--- src/sv/oale_pkg.sv ---
`timescale 1ns / 1ps
// ----------------------------------------------------------------------------
// oale_pkg
// Shared request codes, status codes and the result word of the list engine.
// ----------------------------------------------------------------------------
package oale_pkg;

	localparam logic [1:0] REQ_INSERT = 2'd0;
	localparam logic [1:0] REQ_DELETE = 2'd1;
	localparam logic [1:0] REQ_LOCATE = 2'd2;

	localparam logic [1:0] ST_OK      = 2'd0;
	localparam logic [1:0] ST_BADPOS  = 2'd1;
	localparam logic [1:0] ST_FULL    = 2'd2;
	localparam logic [1:0] ST_MISSING = 2'd3;

	typedef struct packed {
		logic [1:0]         status;
		logic [4:0]         found_position;
		logic signed [31:0] removed_value;
		logic [4:0]         list_length;
	} oale_res_t;

endpackage

--- src/sv/oale_ram.sv ---
`timescale 1ns / 1ps
// ----------------------------------------------------------------------------
// oale_ram
// Generic single-write, single-read synchronous RAM with registered read.
// ----------------------------------------------------------------------------
module oale_ram #(
	parameter int WIDTH = 32,
	parameter int DEPTH = 16
) (
	input  logic                     clk,
	input  logic                     wr_en,
	input  logic [$clog2(DEPTH)-1:0] wr_addr,
	input  logic [WIDTH-1:0]         wr_data,
	input  logic                     rd_en,
	input  logic [$clog2(DEPTH)-1:0] rd_addr,
	output logic [WIDTH-1:0]         rd_data
);

	logic [WIDTH-1:0] mem [DEPTH];

	always_ff @(posedge clk) begin
		if (wr_en) begin
			mem[wr_addr] <= wr_data;
		end
		if (rd_en) begin
			rd_data <= mem[rd_addr];
		end
	end

endmodule

--- src/sv/oale_ctrl.sv ---
`timescale 1ns / 1ps
// ----------------------------------------------------------------------------
// oale_ctrl
// Request sequencer: checks the position, walks the store one entry per
// cycle through the RAM port and holds the length count and the result.
// ----------------------------------------------------------------------------
module oale_ctrl #(
	parameter int CAPACITY = 16
) (
	input  logic                        clk,
	input  logic                        arst_n,
	input  logic                        start,
	input  logic [1:0]                  req_type,
	input  logic [7:0]                  position,
	input  logic signed [31:0]          value,
	output logic                        busy,
	output logic                        res_valid,
	input  logic                        res_take,
	output oale_pkg::oale_res_t         res,
	output logic                        ram_we,
	output logic [$clog2(CAPACITY)-1:0] ram_waddr,
	output logic [31:0]                 ram_wdata,
	output logic                        ram_re,
	output logic [$clog2(CAPACITY)-1:0] ram_raddr,
	input  logic [31:0]                 ram_rdata
);

	localparam int AW = $clog2(CAPACITY);
	localparam int CW = $clog2(CAPACITY + 1);
	localparam int XW = ((CW > 8) ? CW : 8) + 1;

	typedef enum logic [2:0] {
		S_IDLE,
		S_INS,
		S_DEL,
		S_LOC,
		S_FIN
	} state_t;

	state_t             state_q;
	logic [CW-1:0]      count_q;
	logic [AW-1:0]      walk_q;
	logic [AW-1:0]      stop_q;
	logic               issuing_q;
	logic               first_q;
	logic               pend_s1;
	logic               first_s1;
	logic [AW-1:0]      paddr_s1;
	logic [31:0]        val_q;
	logic [1:0]         status_q;
	logic [XW-1:0]      found_q;
	logic signed [31:0] removed_q;

	logic [XW-1:0] pos_x;
	logic [XW-1:0] cnt_x;
	logic          ins_bad;
	logic          ins_full;
	logic          ins_append;
	logic          del_bad;

	assign pos_x      = XW'(position);
	assign cnt_x      = XW'(count_q);
	assign ins_bad    = (position == 8'd0) || (pos_x > cnt_x + XW'(1));
	assign ins_full   = (count_q == CW'(CAPACITY));
	assign ins_append = (pos_x == cnt_x + XW'(1));
	assign del_bad    = (position == 8'd0) || (pos_x > cnt_x);

	assign busy      = (state_q != S_IDLE);
	assign res_valid = (state_q == S_FIN);

	assign res.status         = status_q;
	assign res.found_position = 5'(found_q);
	assign res.removed_value  = removed_q;
	assign res.list_length    = 5'(count_q);

	// read side of the walk, one entry a cycle
	assign ram_re    = issuing_q && (state_q == S_INS || state_q == S_DEL || state_q == S_LOC);
	assign ram_raddr = walk_q;

	always_comb begin
		ram_we    = 1'b0;
		ram_waddr = paddr_s1;
		ram_wdata = ram_rdata;
		unique case (state_q)
			S_IDLE: begin
				if (start && req_type == oale_pkg::REQ_INSERT && !ins_bad && !ins_full
						&& ins_append) begin
					ram_we    = 1'b1;
					ram_waddr = AW'(count_q);
					ram_wdata = value;
				end
			end
			S_INS: begin
				if (pend_s1) begin
					ram_we    = 1'b1;
					ram_waddr = paddr_s1 + AW'(1);
				end else if (!issuing_q) begin
					// shift done, drop the new word into its slot
					ram_we    = 1'b1;
					ram_waddr = stop_q;
					ram_wdata = val_q;
				end
			end
			S_DEL: begin
				if (pend_s1 && !first_s1) begin
					ram_we    = 1'b1;
					ram_waddr = paddr_s1 - AW'(1);
				end
			end
			S_LOC, S_FIN: begin
				ram_we = 1'b0;
			end
			default: begin
				ram_we = 1'b0;
			end
		endcase
	end

	always_ff @(posedge clk or negedge arst_n) begin
		if (!arst_n) begin
			state_q   <= S_IDLE;
			count_q   <= '0;
			issuing_q <= 1'b0;
			pend_s1   <= 1'b0;
			first_q   <= 1'b0;
			first_s1  <= 1'b0;
		end else begin
			unique case (state_q)
				S_IDLE: begin
					pend_s1 <= 1'b0;
					if (start) begin
						val_q     <= value;
						found_q   <= '0;
						removed_q <= '0;
						status_q  <= oale_pkg::ST_OK;
						first_q   <= 1'b1;
						unique case (req_type)
							oale_pkg::REQ_INSERT: begin
								if (ins_bad) begin
									status_q <= oale_pkg::ST_BADPOS;
									state_q  <= S_FIN;
								end else if (ins_full) begin
									status_q <= oale_pkg::ST_FULL;
									state_q  <= S_FIN;
								end else if (ins_append) begin
									count_q <= count_q + CW'(1);
									state_q <= S_FIN;
								end else begin
									walk_q    <= AW'(cnt_x - XW'(1));
									stop_q    <= AW'(pos_x - XW'(1));
									issuing_q <= 1'b1;
									state_q   <= S_INS;
								end
							end
							oale_pkg::REQ_DELETE: begin
								if (del_bad) begin
									status_q <= oale_pkg::ST_BADPOS;
									state_q  <= S_FIN;
								end else begin
									walk_q    <= AW'(pos_x - XW'(1));
									stop_q    <= AW'(cnt_x - XW'(1));
									issuing_q <= 1'b1;
									state_q   <= S_DEL;
								end
							end
							oale_pkg::REQ_LOCATE: begin
								if (count_q == '0) begin
									status_q <= oale_pkg::ST_MISSING;
									state_q  <= S_FIN;
								end else begin
									walk_q    <= '0;
									stop_q    <= AW'(cnt_x - XW'(1));
									issuing_q <= 1'b1;
									state_q   <= S_LOC;
								end
							end
							default: begin
								status_q <= oale_pkg::ST_BADPOS;
								state_q  <= S_FIN;
							end
						endcase
					end
				end
				S_INS, S_DEL, S_LOC: begin
					pend_s1  <= issuing_q;
					paddr_s1 <= walk_q;
					first_s1 <= first_q;
					if (issuing_q) begin
						first_q <= 1'b0;
						if (walk_q == stop_q) begin
							issuing_q <= 1'b0;
						end else if (state_q == S_INS) begin
							walk_q <= walk_q - AW'(1);
						end else begin
							walk_q <= walk_q + AW'(1);
						end
					end
					if (state_q == S_INS) begin
						if (!issuing_q && !pend_s1) begin
							count_q <= count_q + CW'(1);
							state_q <= S_FIN;
						end
					end else if (state_q == S_DEL) begin
						if (pend_s1 && first_s1) begin
							removed_q <= ram_rdata;
						end
						if (!issuing_q && !pend_s1) begin
							count_q <= count_q - CW'(1);
							state_q <= S_FIN;
						end
					end else begin
						if (pend_s1 && ram_rdata == val_q) begin
							found_q   <= XW'(paddr_s1) + XW'(1);
							issuing_q <= 1'b0;
							state_q   <= S_FIN;
						end else if (pend_s1 && !issuing_q) begin
							status_q <= oale_pkg::ST_MISSING;
							state_q  <= S_FIN;
						end
					end
				end
				S_FIN: begin
					pend_s1   <= 1'b0;
					issuing_q <= 1'b0;
					if (res_take) begin
						state_q <= S_IDLE;
					end
				end
				default: begin
					state_q <= S_IDLE;
				end
			endcase
		end
	end

endmodule

--- src/sv/ordered_array_list_engine_unit.sv ---
`timescale 1ns / 1ps
// ----------------------------------------------------------------------------
// ordered_array_list_engine_unit
// Positional list of signed 32-bit words in one RAM with a length count:
// insert at a position, delete at a position, locate a value.
// ----------------------------------------------------------------------------
//  channel | ports                                       | moves
//  --------+---------------------------------------------+---------------------
//  in      | in_valid, in_stall, req_type, position,     | one request word
//          | value                                       |
//  out     | out_valid, out_stall, status,               | one result word
//          | found_position, removed_value, list_length  | per request
//
// requests run one at a time; the walk reads one RAM entry per cycle.
// insert at p shifts entries p..n up, then writes p; an append writes directly.
// delete at p shifts the later entries down; locate walks to the first match.
// the result register lets the next request start while a result is stalled.
// reset clears the length count and the state; the store is not cleared, no init pass.
// ----------------------------------------------------------------------------
module ordered_array_list_engine_unit #(
	parameter int CAPACITY = 16
) (
	input  logic               clk,
	input  logic               arst_n,
	input  logic               in_valid,
	output logic               in_stall,
	input  logic [1:0]         req_type,
	input  logic [7:0]         position,
	input  logic signed [31:0] value,
	output logic               out_valid,
	input  logic               out_stall,
	output logic [1:0]         status,
	output logic [4:0]         found_position,
	output logic signed [31:0] removed_value,
	output logic [4:0]         list_length
);

	localparam int AW = $clog2(CAPACITY);

	logic                busy;
	logic                res_valid;
	logic                res_take;
	oale_pkg::oale_res_t res;
	oale_pkg::oale_res_t out_q;
	logic                out_valid_q;
	logic                ram_we;
	logic [AW-1:0]       ram_waddr;
	logic [31:0]         ram_wdata;
	logic                ram_re;
	logic [AW-1:0]       ram_raddr;
	logic [31:0]         ram_rdata;

	assign in_stall = busy;
	assign res_take = res_valid && (!out_valid_q || !out_stall);

	oale_ctrl #(
		.CAPACITY(CAPACITY)
	) u_ctrl (
		.clk      (clk),
		.arst_n   (arst_n),
		.start    (in_valid && !busy),
		.req_type (req_type),
		.position (position),
		.value    (value),
		.busy     (busy),
		.res_valid(res_valid),
		.res_take (res_take),
		.res      (res),
		.ram_we   (ram_we),
		.ram_waddr(ram_waddr),
		.ram_wdata(ram_wdata),
		.ram_re   (ram_re),
		.ram_raddr(ram_raddr),
		.ram_rdata(ram_rdata)
	);

	oale_ram #(
		.WIDTH(32),
		.DEPTH(CAPACITY)
	) u_store (
		.clk    (clk),
		.wr_en  (ram_we),
		.wr_addr(ram_waddr),
		.wr_data(ram_wdata),
		.rd_en  (ram_re),
		.rd_addr(ram_raddr),
		.rd_data(ram_rdata)
	);

	// output word register
	always_ff @(posedge clk or negedge arst_n) begin
		if (!arst_n) begin
			out_valid_q <= 1'b0;
		end else if (res_take) begin
			out_valid_q <= 1'b1;
		end else if (!out_stall) begin
			out_valid_q <= 1'b0;
		end
	end

	always_ff @(posedge clk) begin
		if (res_take) begin
			out_q <= res;
		end
	end

	assign out_valid      = out_valid_q;
	assign status         = out_q.status;
	assign found_position = out_q.found_position;
	assign removed_value  = out_q.removed_value;
	assign list_length    = out_q.list_length;

endmodule

--- config.mk ---
export PLATFORM = sky130hd
export DESIGN_NAME = ordered_array_list_engine_unit
export DESIGN_NICKNAME = d
export VERILOG_FILES = /design/src/sv/oale_pkg.sv /design/src/sv/oale_ram.sv /design/src/sv/oale_ctrl.sv /design/src/sv/ordered_array_list_engine_unit.sv
export SDC_FILE = /design/constraint.sdc
export NUM_CORES = 1
export LEC_CHECK = 0
export ABC_CLOCK_PERIOD_IN_PS = 4800
export BUFFER_PORTS_ARGS = -buffer_cell sky130_fd_sc_hd__buf_2
export CORE_MARGIN = 2
export CORE_UTILIZATION = 35
export DETAILED_ROUTE_END_ITERATION = 12
export GPL_TIMING_DRIVEN = 0
export RECOVER_POWER = 25
export SYNTH_ARGS = -nofsm -noshare
export SYNTH_HDL_FRONTEND = slang
export SYNTH_SLANG_ARGS = --single-unit
--- constraint.sdc ---
create_clock -name clk -period 4.8 [get_ports clk]
set_clock_uncertainty 0.1 [all_clocks]
set_input_delay 0.48 -clock clk [delete_from_list [all_inputs] [get_ports clk]]
set_output_delay 0.48 -clock clk [all_outputs]
set_load 0.005 [all_outputs]
==> results of run 1 <==
[sequential cells by signal, indices dropped and copies added (netlist names), 2 cells and up]
name,cells
u_ctrl.count_q,5
u_ctrl.paddr_s1,4
u_ctrl.ram_raddr,4
list_length,5
u_ctrl.removed_q,32
u_ctrl.found_q,5
status,2
u_ctrl.stop_q,4
u_ctrl.status_q,2
removed_value,32
u_store.mem,512
u_ctrl.state_q,3
u_ctrl.val_q,32
found_position,5
u_store.rd_data,32
[final cells by class]
cell class | count | area [um^2]
clock inverters | 26 | 294
flip-flops and latches | 684 | 20500
well taps | 1040 | 1300
clock buffers | 99 | 1970
fillers | 6912 | 44900
plain buffers | 70 | 273
inverters | 19 | 71.3
multi-input cells | 616 | 6620
repair buffers | 157 | 1390
diodes | 1 | 2.50
[worst min-delay path by stage]
stage	startpoint	end	slack (ps)	depth (start not counted)
6_report	out_stall	out_valid	50	3
5_1_grt	out_stall	out_valid	70	3
4_1_cts	value[15]	u_ctrl.val_q[15]	1	1
3_5_place_dp	u_ctrl.removed_q[22]	removed_value[22]	310	0
3_3_place_gp	u_ctrl.removed_q[23]	removed_value[23]	300	0
2_1_floorplan	arst_n	out_valid	80	0
[critical path, stage by stage, from the launching register on]
cell and delay, ps:
dfrtp_1 530, ha_1 300, nand3_1 110, xnor2_1 160
ha_1 300, nand3_1 130, or3_4 430, nor4_1 450
buf_2 390, o22ai_1 190, nand2b_1 350, nor2_4 490
buf_16 230, buf_16 170
[per-layer routing]
metal / vias to the layer above / track usage [%] / wire length [um] / part of all wire [%]
met5: - / 0 / 0 / 0
met4: 0 / 5.75 / 1660 / 2.3
met3: 98 / 3.23 / 5920 / 8.2
met2: 649 / 28.1 / 34100 / 47
met1: 7661 / 25.0 / 30300 / 42
li1: 6119 / - / - / -
[Yosys cell counts (5+ instances only)]
cell,n,area (um^2)
mux2i_1,8,80.1
dfrtp_1,13,325
ha_1,22,275
edfxtp_1,671,20100
mux4_2,160,3600
inv_1,19,71.3
o21ai_0,13,65.1
and3_1,39,244
nand3_1,13,65.1
a211o_1,5,43.8
nor3_1,8,40.0
a21oi_1,26,130
nand2b_1,11,68.8
xor2_1,40,350
nand2_1,97,364
buf_1,15,56.3
o22ai_1,9,56.3
xnor2_1,17,149
nor4_1,12,75.1
nor2_1,45,169
buf_2,12,60.1
clkbuf_1,43,161
a22oi_1,32,240
nor2b_1,7,43.8
[metrics by stage]
stage               util [%]  instances
detailed placement      38.6       2548
global placement        37.6       2520
global route            41.9       2712
CTS                     41.8       2697
finish                  41.9       2712
floorplan                  -       1389
[power by group]
part           internal, uW  leakage (uW)  total (uW)  switching (uW)
Sequential             7650       0.00624        7900             251
Combinational          1220       0.00316        3640            2420
Clock                  3150       0.00109        5430            2290
Total                 12000        0.0105       17000            4950
[placed cells by master (no fill, tap or decap), types with 12 or more instances in the layout]
cell type      instances
nand2_1               97
and3_1                39
edfxtp_1             671
nor2_1                29
o21ai_0               13
nor2_4                16
clkbuf_16             75
clkbuf_1             137
buf_1                 13
buf_2                 40
xnor2_1               17
nand3_1               13
ha_1                  22
mux4_2               160
a22oi_1               32
dlygate4sd3_1         24
dfrtp_1               13
buf_12                22
a21oi_1               26
inv_1                 19
xor2_1                40
nor4_1                12
[logic make-up after synthesis]
logic type      synth area share [%]
mux                             13.5
buf+inv                         1.28
compound gates                  2.82
fa+ha+maj                       1.08
xor+xnor                        1.83
flops                           74.9
simple gates                    4.55
[repair_timing]
item / in CTS / in global routing
endpoints found under the hold margin: 36 / 0
endpoints found under the setup margin: 0 / 225
hold buffers: 24 / 0
setup buffers: 0 / 14
==> run metrics, run 1 <==
I/O Buffers=91; core area=around 77000 um^2; DRC errors left=0; actual slew at the worst max-slew pin=2170 ps; hold_ws=around 45 ps; Synth Instances=roughly 1400; hold crit path type=in -> reg; initial antenna violation count=2; dpl ws=slightly below 80 ps; post-layout min period=roughly 4700 ps; initial DRC count=about 1700; worst endpoint required time=~5000 ps; Syn Area/Cell=19.7 um^2; Reg-to-Reg Start=u_ctrl.count_q[0]; post_cts resized=0; fmax=215 MHz; CTS Buf Count=73; Synth async-reset ratio=approximately 1.9%; drt total wl=71.9 mm; first-pass GRT wire length=103 mm; worst r2r dst=u_store.mem[13][6]; # IOs=92; clock slew at reported path FFs=roughly 60 ps; max capacitance violation total=5; critical path launch point type=flip-flop; Post-Syn Area=27300 um^2; post-route setup slack=about 140 ps; Post-Syn Nets=1458; Final Slew Violations=91; Placed Area=between 20000 and 30000 um^2; GRT Resource Usage Total=approximately 18%; Setup crit end=u_store.mem[13][6]; Final period util=between 90% and 100%; YS warnings=0; Post-DP HPWL=approximately 47 mm; synth unique cells=between 50 and 60; maximum VDD drop=0.000248 V; initial core utilization=35.3%; num rows=around 100; Vias=about 15000; clock buffer depth=3; H-tree level count=3; Slew headroom=-44.6%; GR Overflow Total=0; Worst setup EP type=flip-flop; largest net degree at the start of global routing=28; P_leak=0.0105 uW; chip height=around 280 um; Clk Latency, worst-skew pair=630 ps; drt wl/cell=~27 um; FF-to-FF setup slack=approximately 140 ps; Sink Count=roughly 680; Final Power=around 17000 uW; layout cells sized above 1=between 20% and 30%; Die ar.=~80000 um^2; Antenna Nets Post-Route=0; Post-synth EDFFs=671; Final nets=around 1700; final instance area=about 32000 um^2; Vias/cell=approximately 5.4; Critical Path Start=u_ctrl.count_q[0]; Worst Path Class, Setup=reg -> reg; status=finished, violations left; routability congestion estimate=about 0.85; Seq/Total Area, Yosys=between 70 and 80%; DRT Pass-1 Iters=5; synth-to-layout area growth=18.5%; CTS tree=built; r2r worst-path depth=13; critical path arrival=approximately 4900 ps; number of global-route vias before repair=14800; critical path peak fanout=13; Post-synth top flop=edfxtp_1; violated checks=capacitance limit, slew limit; Hold Vio Cnt, Final=0; setup TNS=0 ps; Root Buffer=clkbuf_16; final count of negative-setup-slack endpoints=0; Die W=roughly 280 um; post-synthesis register bit count=between 600 and 700; pwr dens=between 500 and 600 nW/um^2
Power figures use the tool's default switching activity.
==> run 2: changes to the inputs <==
- CORE_MARGIN: 2 -> not set
- CORE_UTILIZATION: 35 -> 56
- PLACE_DENSITY: not set -> 0.76
- SKIP_CTS_REPAIR_TIMING: not set -> 1
==> run metrics, run 2 (same netlist as run 1, synthesis figures left out) <==
Hold Vio Cnt, Final=0 (unchanged); Slew headroom=-27.4% (+17 points); final instance area=31800 um^2 (-1.8%); clock slew at reported path FFs=70 ps (about the same); chip height=223 um (-21%); FF-to-FF setup slack=260 ps (+120 ps); post-layout min period=4540 ps (-122 ps); GR Overflow Total=0 (unchanged); critical path peak fanout=16 (+3); first-pass GRT wire length=100 mm (-2.9%); P_leak=0.0105 uW (about the same); commonest non-fill, non-tap cell in the layout=edfxtp_1; initial core utilization=57.0% (+22 points); CTS Buf Count=69 (-5.5%); Largest register FFs=512 (unchanged); commonest cells after routing, fill and taps aside=edfxtp_1 (671), mux4_2 (160), clkbuf_1 (116); Vias/cell=6.64 (+24%); core area=47900 um^2 (-38%); Post-DP HPWL=43.3 mm (-7.2%); hold crit path type=in -> reg; violated checks=capacitance limit, slew limit; FF/Latch Area=20500 um^2 (unchanged); # fillers=3024 (-56%); I/O Buffers=91 (unchanged); initial DRC count=2212 (+29%); Sink Count=684 (unchanged); num rows=80 (-22%); final count of negative-setup-slack endpoints=0 (unchanged); setup TNS=0 ps (unchanged); drt total wl=71.0 mm (-1.2%); critical path launch point type=flip-flop; H-tree level count=3 (unchanged); post-route insts no fill=2288 (-16%); number of global-route vias before repair=14900 (+0.69%); # IOs=92 (unchanged); Worst setup EP type=flip-flop; routability congestion estimate=0.874 (+3.4%); pwr dens=533 nW/um^2 (+1.8%); clock buffer depth=3 (unchanged); max incr delay on CP=670 ps (+140 ps); layout cells sized above 1=22.2% (+1.2 points); drt wl/cell=31.1 um (+17%); Final Slew Violations=60 (-34%); CP Buf/Inv Count=4 (+1); CTS tree=built; crit-path cells=inv_1 > ha_1 > inv_1 > ha_1 > nand3_1 > or3_1 > nor4_2 > buf_2 > buf_1 > a22oi_1 > nand2_1; Die ar.=49700 um^2 (-38%); Multi-input gate area=6620 um^2 (about the same); critical path arrival=4780 ps (-100 ps); Largest Register=u_store.mem; Final Power=17000 uW (about the same); fmax=220 MHz (+2.7%); GRT Resource Usage Total=28.7% (+11 points); Root Buffer=clkbuf_16; Final period util=94.5% (-2.5 points); critical path's top delay family=buffers and inverters; Final nets=1691 (+0.059%); Antenna Nets Post-Route=0 (unchanged); worst endpoint required time=5040 ps (+20 ps); actual slew at the worst max-slew pin=1910 ps (-257 ps); DRC errors left=0 (unchanged); RSZ-0062 raised after global routing=no; initial antenna violation count=0 (-2); # diodes=0 (-1); largest net degree at the start of global routing=28 (unchanged); Vias=15200 (+4.5%); crit path max-delay cell type=buf_1; Die W=223 um (-21%); placed insts=2117 (-17%); status=finished, violations left; Worst Path Class, Setup=reg -> reg; DRT Pass-1 Iters=5 (unchanged); Placed Area=29100 um^2 (-2.4%); maximum VDD drop=0.000464 V (+87%); synth-to-layout area growth=16.4%; Clk Latency, worst-skew pair=620 ps (about the same); max capacitance violation total=3 (-2)
[run 2: path summary, 6_finish.rpt]
path                                 endpoint  cells after the start                 start
min in group asynchronous   u_ctrl.count_q[3]                      2                arst_n
hold reg to reg             removed_value[18]                      0  u_ctrl.removed_q[18]
hold / removal                      out_valid                      3             out_stall
max in group asynchronous   u_ctrl.state_q[2]                      2                arst_n
setup reg to reg           u_store.mem[0][24]                     11     u_ctrl.count_q[0]
setup / recovery           u_store.mem[0][24]                     11     u_ctrl.count_q[0]
[run 2: power breakdown]
group | switching [uW] | total [uW] | internal [uW] | leakage [uW]
clock network | 2250 | 5410 | 3160 | 0.00109
registers | 252 | 7900 | 7640 | 0.00624
logic | 2440 | 3670 | 1220 | 0.00317
[run 2: final cells by class]
cell class              instances  share of cell area, %
plain buffers                  70                  0.857
clock buffers                  85                   5.75
clock inverters                37                   1.35
inverters                      19                  0.224
multi-input cells             616                   20.8
flip-flops and latches        684                   64.3
well taps                     615                   2.42
repair buffers                162                   4.25
[run 2: layer usage]
metal	up-vias	global-route usage [%]	wire, um
met4	0	10.8	2530
li1	6137	-	-
met3	175	5.58	7300
met5	-	0	0
met2	1041	45.8	34600
met1	7832	39.6	26600
[run 2: stage by stage]
stage               setup slack (ps)  util [%]  hold slack (ps)
global route                     104      66.4             55.7
global placement               -2400      59.6              303
floorplan                        178         -             84.4
finish                           263      66.4             34.3
detailed placement             -42.6      60.7              305
CTS                            -69.5      65.4             -333
[run 2: worst reg2reg max path, cell delays in order, from the launching register on]
cell     delay (ps)
dfrtp_1         560
inv_1           230
ha_1            380
inv_1           100
ha_1            300
nand3_1         100
or3_1           430
nor4_2          370
buf_2           380
buf_1           680
a22oi_1         180
nand2_1         440
==> run 3: changes to the inputs <==
- SYNTH_HIERARCHICAL: not set -> 1
==> run metrics, run 3 <==
actual slew at the worst max-slew pin=2460 ps (+552 ps); pwr dens=456 nW/um^2 (-15%); number of global-route vias before repair=15000 (+0.85%); Synth Instances=1451 (+4.5%); Die ar.=49700 um^2 (about the same); max incr delay on CP=440 ps (-230 ps); Worst setup EP type=flip-flop; Largest register FFs=512 (unchanged); Vias/cell=6.46 (-2.7%); final instance area=31800 um^2 (about the same); routability congestion estimate=0.863 (-1.3%); Commonest cells post-synth=edfxtp_1 (671), mux4_2 (128), nand2_1 (119); Final Slew Violations=24 (-60%); DRC errors left=0 (unchanged); CTS tree=built; first-pass GRT wire length=96.5 mm (-3.6%); initial DRC count=1955 (-12%); clock slew at reported path FFs=60 ps (about the same); DRT Pass-1 Iters=7 (+2); Post-DP HPWL=42.6 mm (-1.7%); synth unique cells=65 (+10%); max capacitance violation total=2 (-1); Seq/Total Area, Yosys=74.9% (about the same); fmax=212 MHz (-3.7%); CP Buf/Inv Count=6 (+2); post-layout min period=4710 ps (+172 ps); # fillers=3061 (+1.2%); core area=47900 um^2 (unchanged); Antenna Nets Post-Route=0 (unchanged); Post-synth EDFFs=671 (unchanged); critical path peak fanout=13 (-3); synth-to-layout area growth=16.5% (about the same); violated checks=hold timing, capacitance limit, slew limit; Sink Count=684 (unchanged); Post-synth top flop=edfxtp_1; largest cells by area after synthesis=edfxtp_1 (74%), mux4_2 (11%), a22oi_1 (2.7%); r2r worst-path depth=14 (+3); P_leak=0.0105 uW (about the same); drt wl/cell=28.9 um (-6.8%); num rows=80 (unchanged); final count of negative-setup-slack endpoints=0 (unchanged); # IOs=92 (unchanged); Worst Path Class, Setup=reg -> reg; Slew headroom=-64.6% (-37 points); initial core utilization=57.0% (about the same); I/O Buffers=91 (unchanged); Synth area leader=edfxtp_1; Post-Syn Area=27300 um^2 (about the same); H-tree level count=3 (unchanged); Core Util, Final=66.4% (about the same); chip height=223 um (about the same); Die W=223 um (about the same); critical path launch point type=flip-flop; Hold EP=out_valid; setup TNS=0 ps (unchanged); crit-path cells=clkbuf_1 > nor3_2 > inv_1 > nor2b_4 > or3b_1 > nor2_1 > and4_1 > buf_4 > buf_4 > o21bai_1 > nand3_1 > nor3_4 > buf_16 > buf_8; commonest cells after routing, fill and taps aside=edfxtp_1 (671), mux4_2 (128), nand2_1 (119); commonest non-fill, non-tap cell in the layout=edfxtp_1; Yosys top cell area share=73.7% (about the same); critical path arrival=4910 ps (+130 ps); Crit path top cell by count=buf_4; Root Buffer=clkbuf_16; largest net degree at the start of global routing=25 (-11%); worst endpoint required time=5000 ps (-40 ps); initial antenna violation count=0 (unchanged); Clk Latency, worst-skew pair=610 ps (about the same); maximum VDD drop=0.000310 V (-33%); drt total wl=67.9 mm (-4.4%); GR Overflow Total=0 (unchanged); post-synthesis register bit count=684 (unchanged); YS warnings=6 (+6); clock buffer depth=3 (unchanged); Largest Register=u_store/mem; # diodes=0 (unchanged); Hold Vio Cnt, Final=1 (+1); layout cells sized above 1=22.0% (-0.20 points); status=finished, violations left; Hold Path Stages=2 (-1); hold_ws=-13.1 ps (-47.4 ps); Synth async-reset ratio=1.90% (unchanged); Placed Area=29300 um^2 (+0.71%); crit path max-delay cell type=or3b_1; CTS Buf Count=69 (unchanged); critical path's top delay family=simple AND/OR/NAND/NOR gates; Post-Syn Nets=1521 (+4.3%); worst r2r dst=u_store/mem[12][13]; Reg-to-Reg Start=u_ctrl/state_q[2]; Vias=15200 (-0.11%); hold wc startpoint=out_stall; Final period util=98.1% (+3.6 points); count leader, synth=edfxtp_1; FF-to-FF setup slack=90 ps (-170 ps); Syn Area/Cell=18.8 um^2 (-4.2%); Final nets=1755 (+3.8%); hold crit path type=in -> reg; GRT Resource Usage Total=27.1% (-1.5 points)
## run 3: area by class of cell
class / count / area, um^2 / share of cell area, %
clock inverter: 34 / 287 / 0.900
buffer: 74 / 370 / 1.16
sequential: 684 / 20500 / 64.3
timing repair buffer: 162 / 1460 / 4.57
clock buffer: 86 / 1830 / 5.76
tap: 615 / 769 / 2.42
inverter: 23 / 86.3 / 0.271
multi-input combinational: 671 / 6570 / 20.6
## run 3: how the worst max path moves through the flow
stage                      start                  end  slack [ps]  cells past startpoint
2_1_floorplan  u_ctrl/state_q[0]    u_store/mem[1][0]          -7                     12
3_3_place_gp   u_ctrl/state_q[0]   u_store/mem[9][15]       -2560                     12
3_5_place_dp   u_ctrl/state_q[0]   u_store/mem[9][15]       -1150                     13
4_1_cts        u_ctrl/state_q[0]   u_store/mem[9][13]       -1180                     13
5_1_grt        u_ctrl/count_q[0]  u_store/mem[12][13]         -20                     14
6_report       u_ctrl/state_q[2]  u_store/mem[12][13]          90                     14
## run 3: cell families after synthesis
group,Yosys count,synth area share (%)
flops,684,74.9
xor+xnor,53,1.70
simple gates,278,5.06
buf+inv,97,1.72
mux,140,11.0
compound gates,174,4.50
fa+ha+maj,25,1.16
## run 3: worst register-to-register path, delay by kind of cell, from the launching register on
family,cells,cell delay (ps)
AO/OA/AOI/OAI,1,230
AND/OR/NAND/NOR,7,2320
buffers and inverters,6,1390
flip-flops,1,350
## run 3: layer usage
layer  GRT usage [%]  wire length, um  vias up
li1                -                -     6299
met1            35.9            24900     7737
met2            44.0            33100      957
met3            6.68             7300      175
met4            9.99             2670        0
met5               0                0        -
## run 3: metrics by stage
step           setup WS (ps)  instances  power [uW]
6_report                91.5       2349       14500
5_1_grt                -18.4       2349       15000
4_1_cts                -1180       2302       14500
3_5_place_dp           -1150       2182        9460
3_3_place_gp           -2560       2157        9290
2_1_floorplan          -6.75       1451        8620
## run 3: report_power, final
part	internal (uW)	total (uW)	switching, uW
combinational	792	2210	1420
clock	2930	5110	2190
sequential	7040	7190	151
total	10800	14500	3750
